--- config.mk ---
export PLATFORM = sky130hd
export DESIGN_NAME = imu_cf_isqrt
export DESIGN_NICKNAME = d
export VERILOG_FILES = /design/src/rtl/core/imu_cf_pkg.sv /design/src/rtl/core/imu_cf_isqrt.sv
export SDC_FILE = /design/constraint.sdc
export NUM_CORES = 1
export LEC_CHECK = 0
export ABC_AREA = 1
export BUFFER_PORTS_ARGS = -buffer_cell sky130_fd_sc_hd__clkbuf_2
export CELL_PAD_IN_SITES_DETAIL_PLACEMENT = 0
export CELL_PAD_IN_SITES_GLOBAL_PLACEMENT = 1
export CORE_ASPECT_RATIO = 0.7
export CORE_MARGIN = 2
export CORE_UTILIZATION = 32
export CTS_CLUSTER_DIAMETER = 30
export DETAILED_ROUTE_END_ITERATION = 7
export PLACE_DENSITY_LB_ADDON = 0.1
export REMOVE_ABC_BUFFERS = 1
export SKIP_LAST_GASP = 1
export SLEW_MARGIN = 5
export SYNTH_ARGS = -nofsm -noshare
export SYNTH_HDL_FRONTEND = slang
export SYNTH_SLANG_ARGS = --single-unit
--- constraint.sdc ---
create_clock -name clk -period 5.08 [get_ports clk]
set_input_delay 0.254 -clock clk [delete_from_list [all_inputs] [get_ports clk]]
set_output_delay 0.254 -clock clk [all_outputs]
set_load 0.02 [all_outputs]
--- src/rtl/core/imu_cf_pkg.sv ---
// shared types, constants and arithmetic helpers of the attitude filter
`timescale 1ns / 1ps

package imu_cf_pkg;

	// cordic set-up
	localparam int CORDIC_ITERS_DEF = 16;
	localparam int ATAN_LEN = 24;
	localparam int ATAN_IDX_W = 5;
	localparam int ATAN_W = 22;

	// datapath widths
	localparam int CW = 27;        // cordic x, y and z
	localparam int RAD_W = 48;     // radicand of the magnitude root
	localparam int ROOT_W = 24;    // magnitude root
	localparam int MUL_A_W = 18;
	localparam int MUL_B_W = 34;
	localparam int PROD_W = 52;
	localparam int SUM_W = 53;
	localparam int INC_W = 26;     // gyro increment, q16 degrees
	localparam int PRED_W = 33;    // angle plus increment
	localparam int SQ_W = 32;      // ay^2 + az^2

	localparam logic [16:0] ALPHA_ONE = 17'd65536;
	localparam logic [16:0] ALPHA_RESET = 17'd64225;
	localparam logic [15:0] GAIN_RESET = 16'd5115;
	localparam logic signed [CW-1:0] DEG180 = 27'sd11796480;

	// configuration register indexes
	localparam int CFG_IDX_W = 1;
	localparam logic [CFG_IDX_W-1:0] REG_BLEND_ALPHA = 1'b0;
	localparam logic [CFG_IDX_W-1:0] REG_GYRO_GAIN = 1'b1;

	// status of an iterative unit
	typedef struct packed {
		logic busy;
		logic done;
	} unit_sts_t;

	// atan(2^-i) in q16 degrees, rounded to nearest
	function automatic logic [ATAN_W-1:0] atan_q16(input logic [ATAN_IDX_W-1:0] idx);
		logic [ATAN_W-1:0] r;
		unique case (idx)
			5'd0: r = 22'd2949120;
			5'd1: r = 22'd1740967;
			5'd2: r = 22'd919879;
			5'd3: r = 22'd466945;
			5'd4: r = 22'd234379;
			5'd5: r = 22'd117304;
			5'd6: r = 22'd58666;
			5'd7: r = 22'd29335;
			5'd8: r = 22'd14668;
			5'd9: r = 22'd7334;
			5'd10: r = 22'd3667;
			5'd11: r = 22'd1833;
			5'd12: r = 22'd917;
			5'd13: r = 22'd458;
			5'd14: r = 22'd229;
			5'd15: r = 22'd115;
			5'd16: r = 22'd57;
			5'd17: r = 22'd29;
			5'd18: r = 22'd14;
			5'd19: r = 22'd7;
			5'd20: r = 22'd4;
			5'd21: r = 22'd2;
			5'd22: r = 22'd1;
			default: r = '0;
		endcase
		return r;
	endfunction

	// q24 gyro product to q16, round half up
	function automatic logic signed [INC_W-1:0] rnd_inc(input logic signed [PROD_W-1:0] p);
		logic signed [PROD_W-1:0] t;
		t = p + 52'sd128;
		return $signed(t[INC_W+7:8]);
	endfunction

	// q32 blend sum to q16, round half up, saturate to 32 bits
	function automatic logic signed [31:0] sat_rnd16(input logic signed [SUM_W-1:0] v);
		logic signed [SUM_W-1:0] t;
		logic signed [36:0] s;
		logic signed [31:0] r;
		t = v + 53'sd32768;
		s = 37'(t >>> 16);
		if (s > 37'sd2147483647) begin
			r = 32'sh7fffffff;
		end else if (s < -37'sd2147483648) begin
			r = 32'sh80000000;
		end else begin
			r = s[31:0];
		end
		return r;
	endfunction

	// saturating add of an increment to a 32-bit angle
	function automatic logic signed [31:0] sat_add32(input logic signed [31:0] a,
			input logic signed [INC_W-1:0] b);
		logic signed [32:0] s;
		logic signed [31:0] r;
		s = {a[31], a} + {{(33-INC_W){b[INC_W-1]}}, b};
		if (s[32] != s[31]) begin
			r = s[32] ? 32'sh80000000 : 32'sh7fffffff;
		end else begin
			r = s[31:0];
		end
		return r;
	endfunction

endpackage

--- src/rtl/core/imu_cf_isqrt.sv ---
// bit-serial floor square root, one result bit per cycle
`timescale 1ns / 1ps

module imu_cf_isqrt (
	input  logic                                clk,
	input  logic                                arst_n,
	input  logic                                start,
	input  logic [imu_cf_pkg::RAD_W-1:0]        rad_in,
	output logic [imu_cf_pkg::ROOT_W-1:0]       root_out,
	output imu_cf_pkg::unit_sts_t               sts
);

	localparam int RW = imu_cf_pkg::ROOT_W;
	localparam int CNT_W = $clog2(RW);
	localparam logic [CNT_W-1:0] LAST = CNT_W'(RW - 1);

	logic [CNT_W-1:0] cnt_q;
	logic busy_q;
	logic done_q;
	logic [imu_cf_pkg::RAD_W-1:0] rad_q;
	logic [RW+1:0] rem_q;
	logic [RW-1:0] root_q;

	logic [RW+1:0] rem_sh;
	logic [RW+1:0] trial;

	always_comb begin
		rem_sh = {rem_q[RW-1:0], rad_q[imu_cf_pkg::RAD_W-1 -: 2]};
		trial = {root_q, 2'b01};
	end

	always_ff @(posedge clk or negedge arst_n) begin
		if (!arst_n) begin
			cnt_q <= '0;
			busy_q <= 1'b0;
			done_q <= 1'b0;
		end else if (start) begin
			cnt_q <= '0;
			busy_q <= 1'b1;
			done_q <= 1'b0;
		end else if (busy_q) begin
			if (cnt_q == LAST) begin
				busy_q <= 1'b0;
				done_q <= 1'b1;
			end else begin
				cnt_q <= cnt_q + 1'b1;
			end
		end
	end

	always_ff @(posedge clk) begin
		if (start) begin
			rad_q <= rad_in;
			rem_q <= '0;
			root_q <= '0;
		end else if (busy_q) begin
			rad_q <= {rad_q[imu_cf_pkg::RAD_W-3:0], 2'b00};
			if (rem_sh >= trial) begin
				rem_q <= rem_sh - trial;
				root_q <= {root_q[RW-2:0], 1'b1};
			end else begin
				rem_q <= rem_sh;
				root_q <= {root_q[RW-2:0], 1'b0};
			end
		end
	end

	assign root_out = root_q;
	assign sts = '{busy: busy_q, done: done_q};

endmodule

; ---- Word level (Yosys, flattened, before mapping)
; Cells that the tools add are included.
[op_classes]
n_addsub = 2
mul = 0
n_reduce_logical = 4
bitwise_logic = 0
magnitude_cmp = 1
shifts = 0
mux = 13
eq_ne = 2
div_mod_pow = 0
[ops]
columns = cell, count
row1 = $mux W48, 2
row2 = $ge A26 B26 Y1, 1
row3 = $mux W24, 1
row4 = $sub A24 B24 Y24, 1
row5 = $mux W5, 3
row6 = $mux W1, 7
row7 = $add A5 B1 Y5 const B, 1
row8 = $eq A5 B5 Y1 const B, 1
row9 = $reduce_and A2 Y1, 2
row10 = $reduce_bool A2 Y1, 2
row11 = $ne A2 B2 Y1 const B, 1
[word_totals]
out_inout_bits = 26
elab_cells = 28
memories = 0
ramBits = 0
register_bits = 103
latch_bits = 0
input_bits = 51
mem_bits_ro = 0

; ---- Logic depth before layout (Yosys ltp)
[depth]
ltp_word = 4
depth_mapped = 15
depth_no_buf = 15

; ---- Worst setup path after synthesis
; OpenSTA, ideal clock, no wires.
[synth_timing]
kind = flip-flop to flip-flop
start = register busy_q
end = register rad_q[0] in the netlist's numbering, enable pin
setup_time_ps = 431
n_path_buf = 2
arrival_time_ps = 2276
path_slack_ps = 2373
required_time_ps = 4649
synth_period_minus_slack_ps = 2707
path_stages_with_launch = 5
cell_sequence = dfrtp_1 -> buf_2 -> nor2_1 -> inv_1 -> buf_1
[synth_between]
elab_chain_len = 1
[synth_lines]
columns = element, line_no
row1 = "start, declared", imu_cf_isqrt.sv:18  ; logic busy_q;
row2 = "start signal, assigned", imu_cf_isqrt.sv:35  ; busy_q <= 1'b0;
row3 = "start signal, assigned", imu_cf_isqrt.sv:39  ; busy_q <= 1'b1;
row4 = "start signal, assigned", imu_cf_isqrt.sv:43  ; busy_q <= 1'b0;
row5 = $reduce_bool A2 Y1 (no line), --
row6 = "end signal, assigned", imu_cf_isqrt.sv:53  ; rad_q <= rad_in;
row7 = "end signal, assigned", imu_cf_isqrt.sv:57  ; rad_q <= {rad_q[imu_cf_pkg::RAD_W-3:0], 2'b00};
row8 = "end, declared", imu_cf_isqrt.sv:20  ; logic [imu_cf_pkg::RAD_W-1:0] rad_q;
; Every way passes these cells.
; A chain may end at the register's enable or synchronous reset.

; ---- Worst setup path in the final report
[layout_timing]
start = register busy_q
end = register rad_q[32] in the netlist's numbering, enable pin
; The elaborated chain is that of the path after synthesis.

==> results.json <==
{
  "outcome": "complete, no violations",
  "syn_inst": 798,
  "cp_max_fo": 44,
  "setup_violations": 0,
  "clockBufferDepth": 2,
  "ys_warn_count": 0,
  "dieArea_sq_um": 19500,
  "startpoint_type": "flip-flop",
  "max_freq_ghz": 0.398,
  "dp_hpwl_mm": 12.0,
  "die_h_um": 117,
  "die_w_um": 166,
  "p_per_area_nw_per_um2": 574,
  "h-tree-depth": 3,
  "place_congestion": 0.900,
  "worst_pin_slew_ps": 640,
  "core_sq_um": 18000,
  "grt_pass1_wl_mm": 26.4,
  "report.final.slew_viol_count": 0,
  "critPathKind": "flip-flop to flip-flop",
  "synth_ff_type": "edfxtp_1",
  "vias_per_cell": 4.66,
  "grt_pass1_vias": 4978,
  "cp-end-kind": "flip-flop",
  "syn_area_per_cell_sq_um": 7.36,
  "tritoncts": "yes",
  "synth_area_leaders": "edfxtp_1 25%, nand2_1 20%, dfxtp_1 16%, inv_1 5.9%, ha_1 5.8%",
  "ir_worst_vdd_mv": 0.220,
  "clkSlewWorstSetupHoldPaths_ps": 80,
  "worstPathArrival_ps": 2510,
  "synthesis.area_sq_um": 5870,
  "firstDrtPassIters": 5,
  "syn_to_final_growth_pct": 15.9,
  "io_buffers": 76,
  "synth_top_area_cell": "edfxtp_1",
  "grt_usage_pct": 17.0,
  "diodes": 0,
  "rows": 41,
  "overflow": 0,
  "cts_root_buf": "clkbuf_16",
  "cts_setup_buffers": 0,
  "skew_ps": 6.96,
  "ys_ff_latch": 103,
  "grt_max_degree": 57,
  "routed-via-count": 5164,
  "period_share_pct": 49.5,
  "p_leak_nw": 3.43,
  "ant_nets": 0,
  "drc": 0,
  "slew_headroom_pct": 57.3,
  "io-pin-count": 77,
  "fin_nets": 944,
  "rsz0062_at_grt": "false",
  "report.power.total_mw": 3.91,
  "drive_gt1_share_pct": 15.0,
  "tns_ps": 0,
  "start_util_pct": 32.6,
  "wl_per_cell_um": 14.7,
  "clock-sinks": 103,
  "cts_resized": 0,
  "wirelength_mm": 16.3,
  "synthArstFlopShare_pct": 6.80,
  "ys_seq_area_share_pct": 43.9,
  "hp-class": "input port to flip-flop",
  "hold_viol_final": 0,
  "first_iter_violations": 433,
  "clk_latency_ps": 360,
  "synth_top_area_share_pct": 24.5,
  "fillers": 1923,
  "min_period_ps": 2510,
  "numCtsBuffers": 9,
  "synth_cell_types": 40,
  "synth_edf_count": 48,
  "cap_violations": 0,
  "required_ps": 5070,
  "antenna_found_initial": 0
}
[critical path, stage by stage, from the launching register on]
cell     delay [ps]
dfrtp_1         700
nor2_2           70
buf_4           240
inv_2           500
buf_4           610
[cell usage after synthesis, types with 7 or more instances]
library cell,number
dfxtp_1,48
a21oi_1,30
o21ai_0,22
inv_2,7
dfrtp_1,7
nand2_1,316
ha_1,27
nor2_1,43
edfxtp_1,48
nor2_2,8
o22ai_1,23
nand4_1,10
nand3_1,34
clkbuf_1,15
inv_1,92
[stage by stage]
stage	cells	setup slack (ps)	area, sq um	utilization, %	hold slack (ps)
finish	1107	2570	6800	37.8	148
global route	1107	2390	6800	37.8	153
CTS	1107	2540	6800	37.8	138
detailed placement	1090	2450	6470	35.9	100
global placement	1090	2500	6470	35.9	96.5
floorplan	772	2230	5750	-	-41.6
[kinds of logic after synthesis]
group                      count (synthesis)  synth area share [%]
and+or+nand+nor                          437                  31.0
xor gates and xnor gates                  10                  1.49
AOI/OAI and AO/OA                         95                  9.40
DFF                                      103                  43.9
buffers and inverters                    126                  8.50
adders and majority gates                 27                  5.75
[registers in the layout (all words and copies together), names as in the netlist]
register	flops
rad_q	48
rem_q	24
root_out	24
cnt_q	5
busy_q	1
done_q	1
[per-layer routing]
| metal | wire [um] | vias to the layer above | part of all wire (%) | global-route usage, % |
|---|---|---|---|---|
| met4 | 128 | 0 | 0.79 | 3.91 |
| met2 | 6250 | 99 | 38 | 23.0 |
| met5 | 0 | - | 0 | 0 |
| li1 | - | 2698 | - | - |
| met1 | 9130 | 2358 | 56 | 27.0 |
| met3 | 742 | 9 | 4.6 | 3.54 |
[power by group]
group | switching (mW) | leakage [nW] | internal [mW]
Clock | 0.342 | 0.155 | 0.438
Combinational | 1.36 | 2.26 | 0.682
Sequential | 0.0851 | 1.01 | 0.997
Total | 1.79 | 3.43 | 2.12
[layout by cell type, fill, tap and decap left out, drive strengths merged]
| master | netlist | layout |
|---|---|---|
| nor3 | 7 | 7 |
| dlygate4sd3 | 0 | 1 |
| nand3 | 37 | 37 |
| nand3b | 2 | 2 |
| edfxtp | 48 | 48 |
| buf | 11 | 6 |
| clkbuf | 15 | 86 |
| dfrtp | 7 | 7 |
| o21a | 2 | 2 |
| nand2 | 323 | 323 |
| o21ai | 24 | 24 |
| dfxtp | 48 | 48 |
| or2 | 4 | 4 |
| o21bai | 6 | 6 |
| bufinv | 0 | 2 |
| ha | 27 | 27 |
| xor2 | 5 | 5 |
| xnor2 | 5 | 5 |
| a21oi | 33 | 33 |
| clkinv | 1 | 2 |
| clkinvlp | 0 | 1 |
| o211ai | 5 | 5 |
| o22ai | 23 | 23 |
| nand4 | 10 | 10 |
| a31oi | 1 | 1 |
| and2 | 1 | 1 |
| a21boi | 1 | 1 |
| inv | 99 | 101 |
| and3 | 1 | 1 |
| nor2 | 52 | 52 |
[area by class of cell]
type / instances / area (sq um) / area share [%]
clock buffer: 10 / 229 / 3.37
clock inverter: 6 / 92.6 / 1.36
inverter: 100 / 375 / 5.52
multi-input combinational: 569 / 2800 / 41.1
sequential: 103 / 2580 / 37.9
tap: 236 / 295 / 4.34
timing repair buffer: 83 / 435 / 6.40
[path summary, 6_finish.rpt]
check                               start        end  slack, ps  cells after the start
worst max-delay path               busy_q  rad_q[32]       2570                      4
worst min-delay path            rad_in[0]   rad_q[0]        150                      3
worst max register to register     busy_q  rad_q[32]       2570                      4
worst min register to register  rem_q[22]  rem_q[22]        460                      2
max in group asynchronous          arst_n   cnt_q[0]       4650                      2
min in group asynchronous          arst_n   cnt_q[4]        270                      2
[repair_timing]
action	4_1_cts	5_1_grt
hold buffers	1	0
setup endpoints to repair	0	0
endpoints found under the hold margin	7	0
Power figures use the tool's default switching activity.
