## config.mk

```make
export PLATFORM = sky130hd
export DESIGN_NAME = imu_cf_cordic
export DESIGN_NICKNAME = d
export VERILOG_FILES = /design/src/rtl/core/imu_cf_pkg.sv /design/src/rtl/core/imu_cf_cordic.sv
export SDC_FILE = /design/constraint.sdc
export NUM_CORES = 1
export LEC_CHECK = 0
export BUFFER_PORTS_ARGS = -buffer_cell sky130_fd_sc_hd__buf_2
export CELL_PAD_IN_SITES_DETAIL_PLACEMENT = 1
export CELL_PAD_IN_SITES_GLOBAL_PLACEMENT = 2
export CORE_ASPECT_RATIO = 0.9
export CORE_MARGIN = 2
export CORE_UTILIZATION = 39
export DETAILED_ROUTE_END_ITERATION = 7
export GPL_TIMING_DRIVEN = 0
export PLACE_DENSITY = 0.82
export SLEW_MARGIN = 30
export SYNTH_ARGS = -nofsm -noshare
export SYNTH_HDL_FRONTEND = slang
export SYNTH_SLANG_ARGS = --single-unit
```

## constraint.sdc

```tcl
create_clock -name clk -period 7 [get_ports clk]
set_input_delay 0.35 -clock clk [delete_from_list [all_inputs] [get_ports clk]]
set_output_delay 0.35 -clock clk [all_outputs]
set_load 0.01 [all_outputs]
```

## src/rtl/core/imu_cf_pkg.sv

```systemverilog
// shared types, constants and arithmetic helpers of the attitude filter
`timescale 1ns / 1ps

package imu_cf_pkg;

	// cordic set-up
	localparam int CORDIC_ITERS_DEF = 16;
	localparam int ATAN_LEN = 24;
	localparam int ATAN_IDX_W = 5;
	localparam int ATAN_W = 22;

	// datapath widths
	localparam int CW = 27;        // cordic x, y and z
	localparam int RAD_W = 48;     // radicand of the magnitude root
	localparam int ROOT_W = 24;    // magnitude root
	localparam int MUL_A_W = 18;
	localparam int MUL_B_W = 34;
	localparam int PROD_W = 52;
	localparam int SUM_W = 53;
	localparam int INC_W = 26;     // gyro increment, q16 degrees
	localparam int PRED_W = 33;    // angle plus increment
	localparam int SQ_W = 32;      // ay^2 + az^2

	localparam logic [16:0] ALPHA_ONE = 17'd65536;
	localparam logic [16:0] ALPHA_RESET = 17'd64225;
	localparam logic [15:0] GAIN_RESET = 16'd5115;
	localparam logic signed [CW-1:0] DEG180 = 27'sd11796480;

	// configuration register indexes
	localparam int CFG_IDX_W = 1;
	localparam logic [CFG_IDX_W-1:0] REG_BLEND_ALPHA = 1'b0;
	localparam logic [CFG_IDX_W-1:0] REG_GYRO_GAIN = 1'b1;

	// status of an iterative unit
	typedef struct packed {
		logic busy;
		logic done;
	} unit_sts_t;

	// atan(2^-i) in q16 degrees, rounded to nearest
	function automatic logic [ATAN_W-1:0] atan_q16(input logic [ATAN_IDX_W-1:0] idx);
		logic [ATAN_W-1:0] r;
		unique case (idx)
			5'd0: r = 22'd2949120;
			5'd1: r = 22'd1740967;
			5'd2: r = 22'd919879;
			5'd3: r = 22'd466945;
			5'd4: r = 22'd234379;
			5'd5: r = 22'd117304;
			5'd6: r = 22'd58666;
			5'd7: r = 22'd29335;
			5'd8: r = 22'd14668;
			5'd9: r = 22'd7334;
			5'd10: r = 22'd3667;
			5'd11: r = 22'd1833;
			5'd12: r = 22'd917;
			5'd13: r = 22'd458;
			5'd14: r = 22'd229;
			5'd15: r = 22'd115;
			5'd16: r = 22'd57;
			5'd17: r = 22'd29;
			5'd18: r = 22'd14;
			5'd19: r = 22'd7;
			5'd20: r = 22'd4;
			5'd21: r = 22'd2;
			5'd22: r = 22'd1;
			default: r = '0;
		endcase
		return r;
	endfunction

	// q24 gyro product to q16, round half up
	function automatic logic signed [INC_W-1:0] rnd_inc(input logic signed [PROD_W-1:0] p);
		logic signed [PROD_W-1:0] t;
		t = p + 52'sd128;
		return $signed(t[INC_W+7:8]);
	endfunction

	// q32 blend sum to q16, round half up, saturate to 32 bits
	function automatic logic signed [31:0] sat_rnd16(input logic signed [SUM_W-1:0] v);
		logic signed [SUM_W-1:0] t;
		logic signed [36:0] s;
		logic signed [31:0] r;
		t = v + 53'sd32768;
		s = 37'(t >>> 16);
		if (s > 37'sd2147483647) begin
			r = 32'sh7fffffff;
		end else if (s < -37'sd2147483648) begin
			r = 32'sh80000000;
		end else begin
			r = s[31:0];
		end
		return r;
	endfunction

	// saturating add of an increment to a 32-bit angle
	function automatic logic signed [31:0] sat_add32(input logic signed [31:0] a,
			input logic signed [INC_W-1:0] b);
		logic signed [32:0] s;
		logic signed [31:0] r;
		s = {a[31], a} + {{(33-INC_W){b[INC_W-1]}}, b};
		if (s[32] != s[31]) begin
			r = s[32] ? 32'sh80000000 : 32'sh7fffffff;
		end else begin
			r = s[31:0];
		end
		return r;
	endfunction

endpackage

```

## src/rtl/core/imu_cf_cordic.sv

```systemverilog
// iterative vectoring cordic, atan2 in q16 degrees, one rotation per cycle
`timescale 1ns / 1ps

module imu_cf_cordic #(
	parameter int ITERS = imu_cf_pkg::CORDIC_ITERS_DEF
) (
	input  logic                                clk,
	input  logic                                arst_n,
	input  logic                                start,
	input  logic signed [imu_cf_pkg::CW-1:0]    y_in,
	input  logic signed [imu_cf_pkg::CW-1:0]    x_in,
	output logic signed [imu_cf_pkg::CW-1:0]    z_out,
	output imu_cf_pkg::unit_sts_t               sts
);

	localparam int CW = imu_cf_pkg::CW;
	localparam int NI = (ITERS > imu_cf_pkg::ATAN_LEN) ? imu_cf_pkg::ATAN_LEN : ITERS;
	localparam int IW = $clog2(NI);
	localparam logic [IW-1:0] LAST = IW'(NI - 1);

	logic [IW-1:0] iter_q;
	logic busy_q;
	logic done_q;
	logic signed [CW-1:0] x_q;
	logic signed [CW-1:0] y_q;
	logic signed [CW-1:0] z_q;

	logic signed [CW-1:0] xs;
	logic signed [CW-1:0] ys;
	logic signed [CW-1:0] at;
	logic zero_vec;

	always_comb begin
		xs = x_q >>> iter_q;
		ys = y_q >>> iter_q;
		at = $signed(CW'(imu_cf_pkg::atan_q16(imu_cf_pkg::ATAN_IDX_W'(iter_q))));
		zero_vec = (x_in == '0) && (y_in == '0);
	end

	always_ff @(posedge clk or negedge arst_n) begin
		if (!arst_n) begin
			iter_q <= '0;
			busy_q <= 1'b0;
			done_q <= 1'b0;
		end else if (start) begin
			// a zero vector answers at once with zero
			iter_q <= '0;
			busy_q <= !zero_vec;
			done_q <= zero_vec;
		end else if (busy_q) begin
			if (iter_q == LAST) begin
				busy_q <= 1'b0;
				done_q <= 1'b1;
			end else begin
				iter_q <= iter_q + 1'b1;
			end
		end
	end

	always_ff @(posedge clk) begin
		if (start) begin
			if (zero_vec) begin
				x_q <= x_in;
				y_q <= y_in;
				z_q <= '0;
			end else if (x_in[CW-1]) begin
				// left half plane folds by half a turn
				x_q <= -x_in;
				y_q <= -y_in;
				z_q <= y_in[CW-1] ? -imu_cf_pkg::DEG180 : imu_cf_pkg::DEG180;
			end else begin
				x_q <= x_in;
				y_q <= y_in;
				z_q <= '0;
			end
		end else if (busy_q) begin
			if (!y_q[CW-1]) begin
				x_q <= x_q + ys;
				y_q <= y_q - xs;
				z_q <= z_q + at;
			end else begin
				x_q <= x_q - ys;
				y_q <= y_q + xs;
				z_q <= z_q - at;
			end
		end
	end

	assign z_out = z_q;
	assign sts = '{busy: busy_q, done: done_q};

endmodule

```

# [Word-level counts from Yosys, hierarchy flattened]
# Memory sizes are Yosys's and may differ from the RTL's.
# Index checks and enable logic that the tools add are counted.
[totals] ff_bits=87 mem_bits_ro=352 mem_count=1
[mem_list] name="(no name shown)" words=16 width=22 read_ports=1 rd_ports_with_merged_regs=0 write_ports=0 line_no="imu_cf_pkg.sv:43" source="unique case (idx)"
[op_classes] addsub=9 eq_ne=2 shift=2 muxes=25 n_reduce_logical=8
[op_table] op="$mux 27" n=16
[op_table] op="$add 27x27->27" n=2
[op_table] op="$logic_not 27->1" n=2
[op_table] op="$neg 27->27" n=2
[op_table] op="$sshr 27x4->27" n=2
[op_table] op="$sub 27x27->27" n=2
[op_table] op="$add 27x23->27" n=1
[op_table] op="$sub 27x23->27" n=1
[op_table] op="$mux 4" n=3
[op_table] op="$mux 1" n=6
[op_table] op="$add 4x1->4 const B" n=1
[op_table] op="$eq 4x4->1 const B" n=1
[op_table] op="$reduce_and 2->1" n=2
[op_table] op="$reduce_bool 2->1" n=2
[op_table] op="$ne 2x2->1 const B" n=1
[op_table] op="$logic_and 1x1->1" n=1
[op_table] op="$logic_not 1->1" n=1

# [Depth between registers and ports, before layout]
[depth] word_depth=5 mapped_depth=27

# [Least setup slack after synthesis]
# No wires, ideal clock.
[synth_timing] path_type="reg-to-reg" startpoint="register iter_q[1]" endpoint="register z_q[24] (netlist: z_out[24]) (data pin)" setup_ns=0.137 arrival_time_ns=5.249 required_time_ns=6.863 slack_ns=1.614 stages_incl_launch_ff=22 n_path_buf=4 cell_sequence="dfrtp_1 buf_2 clkinv_1 buf_1 clkbuf_1 ha_1 clkbuf_1 mux4_2 ha_1 mux2i_1 inv_1 fa_1 nor2b_1 o21ai_0 nand2b_1 a21oi_1 o21ai_0 a31o_2 a21oi_1 o2111a_1 or4b_2 nand3_1"
[synth_between] elab_chain_len=5 elab_cells_between_ends=6 classes_between="add/sub (2); mux (3); memory (1)"
[synth_rtl] item="start, declared" line_no="imu_cf_cordic.sv:21" source="logic [IW-1:0] iter_q;"
[synth_rtl] item="start signal, assigned" line_no="imu_cf_cordic.sv:55" source="iter_q <= iter_q + 1'b1;"
[synth_rtl] item="$mem_v2 16x22 (*)"
[synth_rtl] item="$add 27x23->27 or $sub 27x23->27 (tied branches)" line_no="imu_cf_cordic.sv:80, imu_cf_cordic.sv:84"
[synth_rtl] item="$mux 27 (*)" line_no="imu_cf_cordic.sv:77" source="if (!y_q[CW-1]) begin"
[synth_rtl] item="$mux 27 (*)" line_no="imu_cf_cordic.sv:76" source="end else if (busy_q) begin"
[synth_rtl] item="$mux 27 (*)" line_no="imu_cf_cordic.sv:61" source="if (start) begin"
[synth_rtl] item="end signal, assigned" line_no="imu_cf_cordic.sv:70" source="z_q <= y_in[CW-1] ? -imu_cf_pkg::DEG180 : imu_cf_pkg::DEG180;"
[synth_rtl] item="end signal, assigned" line_no="imu_cf_cordic.sv:80" source="z_q <= z_q + at;"
[synth_rtl] item="end signal, assigned" line_no="imu_cf_cordic.sv:84" source="z_q <= z_q - at;"
[synth_rtl] item="end, declared" line_no="imu_cf_cordic.sv:26" source="logic signed [CW-1:0] z_q;"
# Mark *: on every way between the ends. The rest lies on a longest branch, timed or not. The select of a mux whose other input is x is not followed.
# A chain may end at the register's enable or synchronous reset.

# [Worst setup path in the final report]
[layout_timing] startpoint="register iter_q[2]" endpoint="register x_q[26] (data pin)"
[layout_between] elab_chain_len=5 elab_cells_between_ends=6 classes_between="add/sub (2); shift (1); mux (3)"
[layout_rtl] item="$sshr 27x4->27 (*)" line_no="imu_cf_cordic.sv:35" source="ys = y_q >>> iter_q;"
[layout_rtl] item="$add 27x27->27 or $sub 27x27->27 (tied branches)" line_no="imu_cf_cordic.sv:78, imu_cf_cordic.sv:82"
[layout_rtl] item="$mux 27 (*)" line_no="imu_cf_cordic.sv:77"
[layout_rtl] item="$mux 27 (*)" line_no="imu_cf_cordic.sv:76"
[layout_rtl] item="$mux 27 (*)" line_no="imu_cf_cordic.sv:61"
[layout_rtl] item="end signal, assigned" line_no="imu_cf_cordic.sv:63" source="x_q <= x_in;"
[layout_rtl] item="end signal, assigned" line_no="imu_cf_cordic.sv:78" source="x_q <= x_q + ys;"
[layout_rtl] item="end signal, assigned" line_no="imu_cf_cordic.sv:82" source="x_q <= x_q - ys;"
[layout_rtl] item="end, declared" line_no="imu_cf_cordic.sv:24" source="logic signed [CW-1:0] x_q;"
# Marked as above.

==> results.txt <==
Status: completed
Hold Fails Final Rpt: 0
Most frequent CP cell: o21ai_0
Clk buf depth: 2
Hold_ws: 0.332 ns
Setup Fix Bufs, Post-CTS: 0
Register bit total from synthesis: 87
Max Fclk: 148 MHz
Bufs and invs on worst path: 6
Wirelength, routed: 54.2 mm
Post-route worst setup slack: 0.228 ns
Critical Path, Cell by Cell: buf_2 > buf_2 > buf_1 > clkbuf_1 > clkbuf_1 > clkbuf_2 > o21ai_0 > xor2_1 > ha_1 > o21ai_0 > a21oi_1 > o221ai_1 > or3_1 > a31oi_1 > a311oi_1 > o21ai_0 > a31oi_1 > xnor2_1 > o22ai_1
Aggregate global routing overflow: 0
FF-to-FF path depth: 19
Unique masters post-synth: 90
Worst path max stage delay: 0.54 ns
Number of antenna diodes: 0
Clock skew: 0.00990 ns
Initial core utilization: 39.6%
Clock latency on the worst-skew pair: 0.39 ns
# Max-Cap Violations: 0
Setup crit start kind: flip-flop
I/O Pins: 86
Number of port buffers: 84
Worst Setup Path Type: reg2reg
Unrepaired setup endpoints after global routing: false
Core Footprint: 34,000 um^2
Crit-path max FO: 18
Syn. warnings: 0
Async SR Flop Fraction: 6.90%
Num rows: 64
Post-synth EDFFs: 81
CTS sink cnt: 87
Mapped Cells: 1,583
Req. time, crit path: 7.12 ns
Final min period: 6.77 ns
Reg2reg end: x_q[26]
# nets final: 1,835
Crit path max-delay family: buffers and inverters
CTS tree: done
DIE WIDTH: 200 um
Sequential cell area: 2580 um^2
Total track usage: 30.2%
R2r setup slk: 0.23 ns
Area of the multi-input gates: 10,200 um^2
DRT iter0 DRCs: 892
Worst slack, placed: -0.251 ns
Wire per inst: 25.2 um
Ys flop type: edfxtp_1
Hold Path Class: in2async
Mapped Avg Cell Area: 8.49 um^2
Via count: 13,200
Max Slew Vio Count: 0
Final core occ: 43.6%
DRT Pass-1 Iters: 6
Post-route ant nets: 0
Max_slew headroom: 33.4%
Vias in the first global route: 13,200
Share of layout cells above drive strength 1: 15.7%
Register area share after synthesis: 19.2%
Fill count: 4,217
DIE HEIGHT: 180 um
Root Driver: clkbuf_16
Post-detail-place hpwl: 42.4 mm
Syn Std Cell Area: 13,400 um^2
Final GP Congestion: 0.987
First-pass GRT wire length: 81.7 mm
Worst Tran Pin Value: 0.999 ns
Syn Nets: 1,738
DR vias/cell: 6.17
TritonCTS buffer count: 9
H-tree levels: 3
Crit-path slowest cell: clkbuf_1
Pin count of the biggest net entering global routing: 42
Fin crit share: 96.7%
Crit path capture type: flip-flop
Setup Viol. Count Final: 0
DRC Markers: 0
Die area: 36,000 um^2
Initial antenna violation count: 0
Clk slew on worst S/H paths: 0.07 ns
Area Growth Syn to Fin: 10.3%
Crit path DAT: 6.89 ns
Crit Reg-Reg Startpoint: iter_q[2]
synth_stat cells (all sizes together) (19+ instances only):
library cell  number  share of area (%)
nor3              36                1.5
ha                95                8.8
nor2             155                4.3
o31ai             20                1.1
xor2              70                4.6
and3              19               0.97
buf               51                2.5
mux2              31                2.6
mux2i             44                3.4
a21oi            129                4.9
edfxtp            81                 18
o21ai            114                4.3
clkbuf            39                1.1
inv               43                1.2
a31oi             22                1.0
mux4              65                 11
a21o              36                2.0
nand2b            30                1.4
nand3             27                1.0
xnor2            101                6.6
nand2            157                4.4
routing by layer:
metal	wire (um)	global-route usage (%)	up-vias
li1	-	-	6089
met1	24900	43.6	6573
met2	24200	46.6	511
met3	3710	5.41	66
met4	1380	7.64	0
met5	0	0	-
final cells by class:
type	instances	area share, %
Multi-Input combinational cell	1361	69.0
Sequential cell	87	17.4
Tap cell	462	3.90
Buffer	89	3.29
Timing Repair Buffer	87	3.23
Clock buffer	14	1.93
Inverter	45	1.17
Clock inverter	2	0.0844
layout by cell type, fill, tap and decap left out, drive strengths merged, types with 11 or more instances in the layout:
cell type	count
mux4	65
nor2	155
mux2	31
edfxtp	81
nor4	11
a21o	36
o211ai	11
buf	135
a31oi	22
o21ai	114
nand2b	30
or3	18
and3	19
o21a	18
inv	43
o22ai	14
mux2i	44
nand3	27
clkbuf	54
o31ai	20
nor3	36
a21oi	129
xor2	70
nand2	157
nor2b	12
ha	95
xnor2	101
timing repair:
| item | 4_1_cts | 5_1_grt |
|---|---|---|
| endpoints found under the setup margin | 4 | 10 |
| resized for setup | 1 | 7 |
| hold endpoints to repair | 6 | 0 |
| hold buffers | 1 | 0 |
sequential cells by signal, summed over array words and instances (netlist names):
register  cells
busy_q        1
done_q        1
y_q          27
iter_q        4
z_out        27
x_q          27
stage by stage:
step,area (um^2),setup TNS (ns),instances
6_report,14800,0,2147
5_1_grt,14800,0,2147
4_1_cts,14800,0,2147
3_5_place_dp,14500,-0.280,2131
3_3_place_gp,14400,-0.207,2129
2_1_floorplan,13400,0,1583
cell families after synthesis:
logic type	synth area share, %
fa+ha+maj	9.29
compound gates	20.5
buf+inv	4.81
flops	19.2
mux	16.9
xor+xnor	11.1
simple gates	18.1
how the worst max path moves through the flow:
stage / startpoint / endpoint / slack [ns] / cells past startpoint
2_1_floorplan: iter_q[1] / z_out[24] / 1.61 / 21
3_3_place_gp: iter_q[2] / x_q[26] / -0.21 / 20
3_5_place_dp: iter_q[2] / x_q[26] / -0.25 / 20
4_1_cts: iter_q[1] / z_out[23] / 0.17 / 21
5_1_grt: iter_q[1] / z_out[24] / 0.02 / 23
6_report: iter_q[2] / x_q[26] / 0.23 / 19
Power is not shown: default switching activity piles up to over one toggle a cycle in this logic, so the estimate is an artifact.
